<file path="src/design/qos_pkg.sv">
package qos_pkg;

    localparam int ACC_BITS = 64;

    typedef enum logic [2:0]
    {
        REQ_NONE      = 3'd0,
        REQ_ARRIVAL   = 3'd1,
        REQ_DEPARTURE = 3'd2,
        REQ_END       = 3'd3,
        REQ_PROBE     = 3'd4,
        REQ_CLEAR     = 3'd5
    } req_t;

    typedef enum logic [1:0]
    {
        STATUS_OK           = 2'd0,
        STATUS_BACKWARDS    = 2'd1,
        STATUS_EMPTY_DEPART = 2'd2
    } status_t;

    function automatic logic [ACC_BITS-1:0] sat_add(
        input logic [ACC_BITS-1:0] a,
        input logic [ACC_BITS-1:0] b
    );
        logic [ACC_BITS:0] s;
        s = {1'b0, a} + {1'b0, b};
        return s[ACC_BITS] ? {ACC_BITS{1'b1}} : s[ACC_BITS-1:0];
    endfunction

endpackage

</file>
<file path="src/design/qos_area_acc.sv">
module qos_area_acc #(
    parameter int TIME_BITS   = 32,
    parameter int CLIENT_BITS = 16
) (
    input  logic [qos_pkg::ACC_BITS-1:0] acc_in,
    input  logic [CLIENT_BITS-1:0]       weight,
    input  logic [TIME_BITS-1:0]         span,
    output logic [qos_pkg::ACC_BITS-1:0] acc_out
);
    import qos_pkg::*;

    localparam int PROD_BITS = CLIENT_BITS + TIME_BITS;
    localparam int EXT_BITS  = (PROD_BITS > ACC_BITS) ? PROD_BITS : ACC_BITS + 1;

    logic [PROD_BITS-1:0]  product;
    logic [EXT_BITS-1:0]   product_ext;
    logic [ACC_BITS-1:0]   product_sat;

    always_comb
    begin
        product     = PROD_BITS'(weight) * PROD_BITS'(span);
        product_ext = EXT_BITS'(product);
        product_sat = (|product_ext[EXT_BITS-1:ACC_BITS]) ? {ACC_BITS{1'b1}}
                                                           : product_ext[ACC_BITS-1:0];
        acc_out     = sat_add(acc_in, product_sat);
    end

endmodule

</file>
<file path="src/design/queue_occupancy_statistics_core.sv">
// channel   direction  handshake             payload
// input     in         in_valid / in_stall   req_type, event_time
// output    out        out_valid / out_stall status, statistics snapshot
//
// One transaction in, one transaction out; a new event is taken every cycle unless the output stalls.
// An event passes through the input register, then updates the
// statistics registers, which double as the output register.
// rst_n clears all statistics and the time base to zero.
// A stalled output holds the snapshot and freezes the update; in_stall rises
// only while the input register is full and cannot move on.
module queue_occupancy_statistics_core #(
    parameter int TIME_BITS   = 32,
    parameter int CLIENT_BITS = 16
) (
    input  logic        clk,
    input  logic        rst_n,
    input  logic        in_valid,
    output logic        in_stall,
    input  logic [2:0]  req_type,
    input  logic [31:0] event_time,
    output logic        out_valid,
    input  logic        out_stall,
    output logic [1:0]  status,
    output logic [31:0] arrival_total,
    output logic [31:0] completion_total,
    output logic [15:0] clients_now,
    output logic [15:0] clients_peak,
    output logic [63:0] busy_ticks,
    output logic [63:0] observed_ticks,
    output logic [63:0] system_area,
    output logic [63:0] queue_area,
    output logic [31:0] latest_arrival_time
);
    import qos_pkg::*;

    logic                  in_valid_reg;
    req_t                  req_reg;
    logic [TIME_BITS-1:0]  time_reg;
    logic                  advance;

    logic                  out_valid_reg,   out_valid_next;
    status_t               status_reg,      status_next;
    logic [TIME_BITS-1:0]  prev_time_reg,   prev_time_next;
    logic [CLIENT_BITS-1:0] count_reg,      count_next;
    logic [CLIENT_BITS-1:0] peak_reg,       peak_next;
    logic [31:0]           arrivals_reg,    arrivals_next;
    logic [31:0]           completions_reg, completions_next;
    logic [ACC_BITS-1:0]   busy_reg,        busy_next;
    logic [ACC_BITS-1:0]   observe_reg,     observe_next;
    logic [ACC_BITS-1:0]   system_reg,      system_next;
    logic [ACC_BITS-1:0]   queue_reg,       queue_next;
    logic [31:0]           stamp_reg,       stamp_next;

    logic [TIME_BITS-1:0]  span;
    logic [CLIENT_BITS-1:0] queue_weight;
    logic                  occupied;
    logic [ACC_BITS-1:0]   system_sum;
    logic [ACC_BITS-1:0]   queue_sum;
    logic [CLIENT_BITS-1:0] count_inc;

    assign advance  = in_valid_reg && (!out_valid_reg || !out_stall);
    assign in_stall = in_valid_reg && !advance;

    always_ff @(posedge clk or negedge rst_n)
    begin
        if (!rst_n)
        begin
            in_valid_reg <= 1'b0;
        end
        else if (!in_stall)
        begin
            in_valid_reg <= in_valid;
        end
    end

    always_ff @(posedge clk)
    begin
        if (!in_stall && in_valid)
        begin
            req_reg  <= req_t'(req_type);
            time_reg <= TIME_BITS'(event_time);
        end
    end

    assign occupied     = (count_reg != '0);
    assign span         = time_reg - prev_time_reg;
    assign queue_weight = occupied ? count_reg - CLIENT_BITS'(1) : '0;
    assign count_inc    = (count_reg == {CLIENT_BITS{1'b1}}) ? count_reg
                                                             : count_reg + CLIENT_BITS'(1);

    qos_area_acc #(
        .TIME_BITS   (TIME_BITS),
        .CLIENT_BITS (CLIENT_BITS)
    ) u_system_area (
        .acc_in  (system_reg),
        .weight  (count_reg),
        .span    (span),
        .acc_out (system_sum)
    );

    qos_area_acc #(
        .TIME_BITS   (TIME_BITS),
        .CLIENT_BITS (CLIENT_BITS)
    ) u_queue_area (
        .acc_in  (queue_reg),
        .weight  (queue_weight),
        .span    (span),
        .acc_out (queue_sum)
    );

    always_comb
    begin
        out_valid_next   = advance ? 1'b1 : (out_valid_reg && out_stall);
        status_next      = status_reg;
        prev_time_next   = prev_time_reg;
        count_next       = count_reg;
        peak_next        = peak_reg;
        arrivals_next    = arrivals_reg;
        completions_next = completions_reg;
        busy_next        = busy_reg;
        observe_next     = observe_reg;
        system_next      = system_reg;
        queue_next       = queue_reg;
        stamp_next       = stamp_reg;

        if (advance)
        begin
            if (time_reg < prev_time_reg)
            begin
                status_next = STATUS_BACKWARDS;
            end
            else
            begin
                status_next    = STATUS_OK;
                prev_time_next = time_reg;
                observe_next   = sat_add(observe_reg, ACC_BITS'(span));
                if (occupied)
                begin
                    busy_next   = sat_add(busy_reg, ACC_BITS'(span));
                    system_next = system_sum;
                    queue_next  = queue_sum;
                end

                unique case (req_reg)
                    REQ_ARRIVAL:
                    begin
                        if (arrivals_reg != 32'hFFFF_FFFF)
                        begin
                            arrivals_next = arrivals_reg + 32'd1;
                        end
                        count_next = count_inc;
                        stamp_next = 32'(time_reg);
                        if (count_inc > peak_reg)
                        begin
                            peak_next = count_inc;
                        end
                    end
                    REQ_DEPARTURE:
                    begin
                        if (!occupied)
                        begin
                            status_next = STATUS_EMPTY_DEPART;
                        end
                        else
                        begin
                            count_next = count_reg - CLIENT_BITS'(1);
                            if (completions_reg != 32'hFFFF_FFFF)
                            begin
                                completions_next = completions_reg + 32'd1;
                            end
                        end
                    end
                    REQ_CLEAR:
                    begin
                        arrivals_next    = '0;
                        completions_next = '0;
                        peak_next        = '0;
                        busy_next        = '0;
                        observe_next     = '0;
                        system_next      = '0;
                        queue_next       = '0;
                        stamp_next       = '0;
                    end
                    default:
                    begin
                    end
                endcase
            end
        end
    end

    always_ff @(posedge clk or negedge rst_n)
    begin
        if (!rst_n)
        begin
            out_valid_reg   <= 1'b0;
            status_reg      <= STATUS_OK;
            prev_time_reg   <= '0;
            count_reg       <= '0;
            peak_reg        <= '0;
            arrivals_reg    <= '0;
            completions_reg <= '0;
            busy_reg        <= '0;
            observe_reg     <= '0;
            system_reg      <= '0;
            queue_reg       <= '0;
            stamp_reg       <= '0;
        end
        else
        begin
            out_valid_reg   <= out_valid_next;
            status_reg      <= status_next;
            prev_time_reg   <= prev_time_next;
            count_reg       <= count_next;
            peak_reg        <= peak_next;
            arrivals_reg    <= arrivals_next;
            completions_reg <= completions_next;
            busy_reg        <= busy_next;
            observe_reg     <= observe_next;
            system_reg      <= system_next;
            queue_reg       <= queue_next;
            stamp_reg       <= stamp_next;
        end
    end

    assign out_valid           = out_valid_reg;
    assign status              = status_reg;
    assign arrival_total       = arrivals_reg;
    assign completion_total    = completions_reg;
    assign clients_now         = 16'(count_reg);
    assign clients_peak        = 16'(peak_reg);
    assign busy_ticks          = busy_reg;
    assign observed_ticks      = observe_reg;
    assign system_area         = system_reg;
    assign queue_area          = queue_reg;
    assign latest_arrival_time = stamp_reg;

endmodule
</file>
<file path="config.mk">
export PLATFORM = sky130hd
export DESIGN_NAME = queue_occupancy_statistics_core
export DESIGN_NICKNAME = d
export VERILOG_FILES = /design/src/design/qos_pkg.sv /design/src/design/qos_area_acc.sv /design/src/design/queue_occupancy_statistics_core.sv
export SDC_FILE = /design/constraint.sdc
export NUM_CORES = 2
export LEC_CHECK = 0
export ABC_AREA = 1
export BUFFER_PORTS_ARGS = -buffer_cell sky130_fd_sc_hd__buf_4
export CAP_MARGIN = 20
export CORE_UTILIZATION = 42
export CTS_CLUSTER_DIAMETER = 100
export DETAILED_ROUTE_END_ITERATION = 8
export MAX_ROUTING_LAYER = met4
export PLACE_DENSITY = 0.65
export REMOVE_ABC_BUFFERS = 1
export SETUP_SLACK_MARGIN = 0.05
export SLEW_MARGIN = 20
export SYNTH_ARGS = -nofsm -noshare
export SYNTH_HDL_FRONTEND = slang
export SYNTH_HIERARCHICAL = 1
export SYNTH_SLANG_ARGS = --single-unit
</file>
<file path="constraint.sdc">
create_clock -name clk -period 11.4 [get_ports clk]
set_input_delay 1.14 -clock clk [delete_from_list [all_inputs] [get_ports clk]]
set_output_delay 1.14 -clock clk [all_outputs]
set_load 0.02 [all_outputs]
</file>
==> metrics.md <==
| Metric | Value |
|---|---|
| Largest net degree at the start of global routing | 100 |
| IO buf count | 426 |
| Hold-fix buffers, CTS | 0 |
| Crit-path max FO | 34 |
| Final worst slack | 1.44 ns |
| Yosys top cell by area | fa_1 |
| Area delta synth->final | 10.9% |
| Initial antenna violation count | 4 |
| Worst hold-check path type | reg -> reg |
| Row Count | 152 |
| DRC violations left | 0 |
| Register area | 11,600 sq um |
| Clock root cell | clkbuf_16 |
| Non-filler instance count after layout | 13,600 |
| Cells after DPL | 13,500 |
| Final Cycle Share | 87.4% |
| Worst R2R End | system_area[53]$_DFFE_PN0P_ |
| H-tree levels | 3 |
| Post-Route WL | 266 mm |
| Crit path buf inv count | 10 |
| First-pass detailed-route iteration total | 6 |
| Synthesis-stage register bit count | 455 |
| Run status | finished clean |
| Max stage delay cell, worst path | nand2_2 |
| Core ar. | 172,000 sq um |
| Fmax achieved | 100 MHz |
| Initial Util | 42.5% |
| Avg WL per Cell | 19.5 um |
| Gr ovfl total | 0 |
| Sink Count | 455 |
| Num CTS Buffers | 67 |
| CP Data Arrival Time | 10.53 ns |
| Critical Path Start | time_reg[2]$_DFFE_PP_ |
| CP Capture Point | system_area[53]$_DFFE_PN0P_ |
| Worst path required time | 11.97 ns |
| Setup bufs post-CTS | 0 |
| Final Cell Area | 81,000 sq um |
| Clk_skew | 0.0472 ns |
| Endpoints failing setup | 0 |
| Synth top area cells | fa_1, nand2_1, inv_1 |
| Vias in the first global route | 67,700 |
| Hold path depth | 2 |
| Synthesis Warnings | 6 |
| Clk pin slew, worst setup/hold paths | 0.06 ns |
| Final Hold Vio Count | 0 |
| Fillers | 17,800 |
| # nets final | 12,600 |
| Final Max Slew Viols | 0 |
| CP dominant cell by count | nand2_1 |
| Dpl hpwl | 211 mm |
| Main synth FF type | dfrtp_1 |
| Setup TNS | 0 ns |
| First DRT Iteration DRCs | 5,111 |
| Cell count of the worst reg-to-reg path | 38 |
| GPL Wtd Cong | 1.00 |
| Boundary Pins | 427 |
| Vias | 67,500 |
| Post-cts sizing count | 0 |
| Total Routing Usage GR | 31.3% |
| Layout cells sized above 1 | 6.71% |
| Worst Tran Pin Value | 1.21 ns |
| Die height | 419 um |
| Setup WS pre-CTS | 1.51 ns |
| Die area | 176,000 sq um |
| RSZ-0062 raised after global routing | no |
| Placed cell area | 78,600 sq um |
| Synth Area per Inst | 6.63 sq um |
| Synth cell types | 53 |
| Slew HR | 19.1% |
| Max-Cap Viols | 0 |
| CTS tree | yes |
| Nature of the critical path startpoint | flip-flop |
| Later-pin clock latency in the skew report | 0.71 ns |
| Vias per cell | 4.95 |
| Worst r2r src | time_reg[2]$_DFFE_PP_ |
| DRT antenna net count | 0 |
| Final worst path period need | 9.96 ns |
| Post-synth top area share | 25.6% |
| Footprint of the multi-input gates | 49,400 sq um |
| Post-Syn Area | 73,100 sq um |
| Crit. End Element | flip-flop |
| Family with the most delay on the worst path | adder cells |
| R2R Setup Slk | 1.44 ns |
| Setup Crit Path Kind | reg -> reg |
| Worst path max stage delay | 0.78 ns |
| Post-synthesis sequential area ratio | 15.8% |
| Maximum clock insertion buffer count | 3 |
| First-pass GRT wire length | 408 mm |
| FFs w/ async S/R, synth | 92.3% |
| Worst path depth | 38 |
| Die width | 419 um |
| EDFF count, synth | 35 |
| Cells after Synth | 11,000 |
## Yosys cell counts (9+ instances only)
cell and instances:
nor2_1 515, o21ai_0 182, nand2_1 4153, edfxtp_1 35
nand4_1 79, nand3_1 441, nand2_2 11, buf_6 34
inv_1 2867, buf_4 11, o21bai_1 15, nor3_1 117
nand3b_1 11, a21o_1 9, clkbuf_1 262, nand3_2 9
nor2_2 9, or2_2 23, nor3b_1 9, dfrtp_1 420
fa_1 935, a21oi_1 159, buf_2 47, ha_1 371
xnor2_1 81, nor4_1 14, o21ai_1 18, xor2_1 127
## final cells by class
| class | instances | share of cell area [%] |
|---|---|---|
| multi-input cells | 7340 | 61.0 |
| flip-flops and latches | 455 | 14.3 |
| inverters | 2872 | 13.3 |
| clock buffers | 90 | 2.36 |
| clock inverters | 31 | 0.530 |
| diodes | 3 | 0.00927 |
| well taps | 2310 | 3.57 |
| repair buffers | 528 | 4.93 |
## per-stage QoR
step / utilization [%] / hold WS, ns
2_1_floorplan: - / 0.448
3_3_place_gp: 45.7 / 0.468
3_5_place_dp: 45.7 / 0.482
4_1_cts: 47.1 / 0.498
5_1_grt: 47.1 / 0.510
6_report: 47.1 / 0.498
## placed cells by master (no fill, tap or decap), types with 5 or more instances in the layout
cell	n
nand2_1	4141
inv_1	2865
fa_1	935
buf_4	525
nor2_1	501
nand3_1	441
dfrtp_1	419
ha_1	371
o21ai_0	182
a21oi_1	158
nor3_1	117
xor2_1	115
nand4_1	79
xnor2_1	74
clkbuf_16	68
edfxtp_1	35
nand2_2	23
or2_2	23
o21ai_1	18
nor2_2	17
o21bai_1	15
nor4_1	14
clkbuf_8	13
xor2_4	12
nand3b_1	11
a21o_1	9
nand3_2	9
clkbuf_1	9
nor2_4	8
nor3b_1	8
clkinv_2	8
xnor2_2	7
bufinv_16	7
a31oi_1	6
o21a_1	6
and2_1	6
o211ai_1	5
inv_2	5
clkinvlp_4	5
## worst min-delay path by stage
stage / startpoint / to / slack (ns)
6_report: in_valid_reg$_DFFE_PN0N_ / out_valid$_DFF_PN0_ / 0.50
5_1_grt: in_valid_reg$_DFFE_PN0N_ / out_valid$_DFF_PN0_ / 0.51
4_1_cts: in_valid_reg$_DFFE_PN0N_ / out_valid$_DFF_PN0_ / 0.50
3_5_place_dp: in_valid_reg$_DFFE_PN0N_ / out_valid$_DFF_PN0_ / 0.48
3_3_place_gp: in_valid_reg$_DFFE_PN0N_ / out_valid$_DFF_PN0_ / 0.47
2_1_floorplan: in_valid_reg$_DFFE_PN0N_ / out_valid$_DFF_PN0_ / 0.45
## metal layers
| metal | routed length, um | up-vias | track usage (%) |
|---|---|---|---|
| met2 | 119000 | 2106 | 48.4 |
| met4 | 9850 | 0 | 10.6 |
| met3 | 17000 | 340 | 3.83 |
| met1 | 120000 | 32800 | 42.5 |
| met5 | 0 | - | - |
| li1 | - | 32200 | - |
## tightest hold or removal path, stage by stage, from the launching register on
cell	delay (ns)
dfrtp_1	0.35
inv_1	0.05
nand2_1	0.06
## cell families after synthesis
family          count (synthesis)  share of synthesized area (%)
simple gates                 5413                           29.6
compound gates                413                           3.04
buf+inv                      3230                           17.1
xor+xnor                      208                           2.49
fa+ha+maj                    1306                           32.0
flops                         455                           15.8
Power is left out: the tool's default activity adds up to more than one toggle a clock period on the data nets, which glitch-free logic cannot reach.
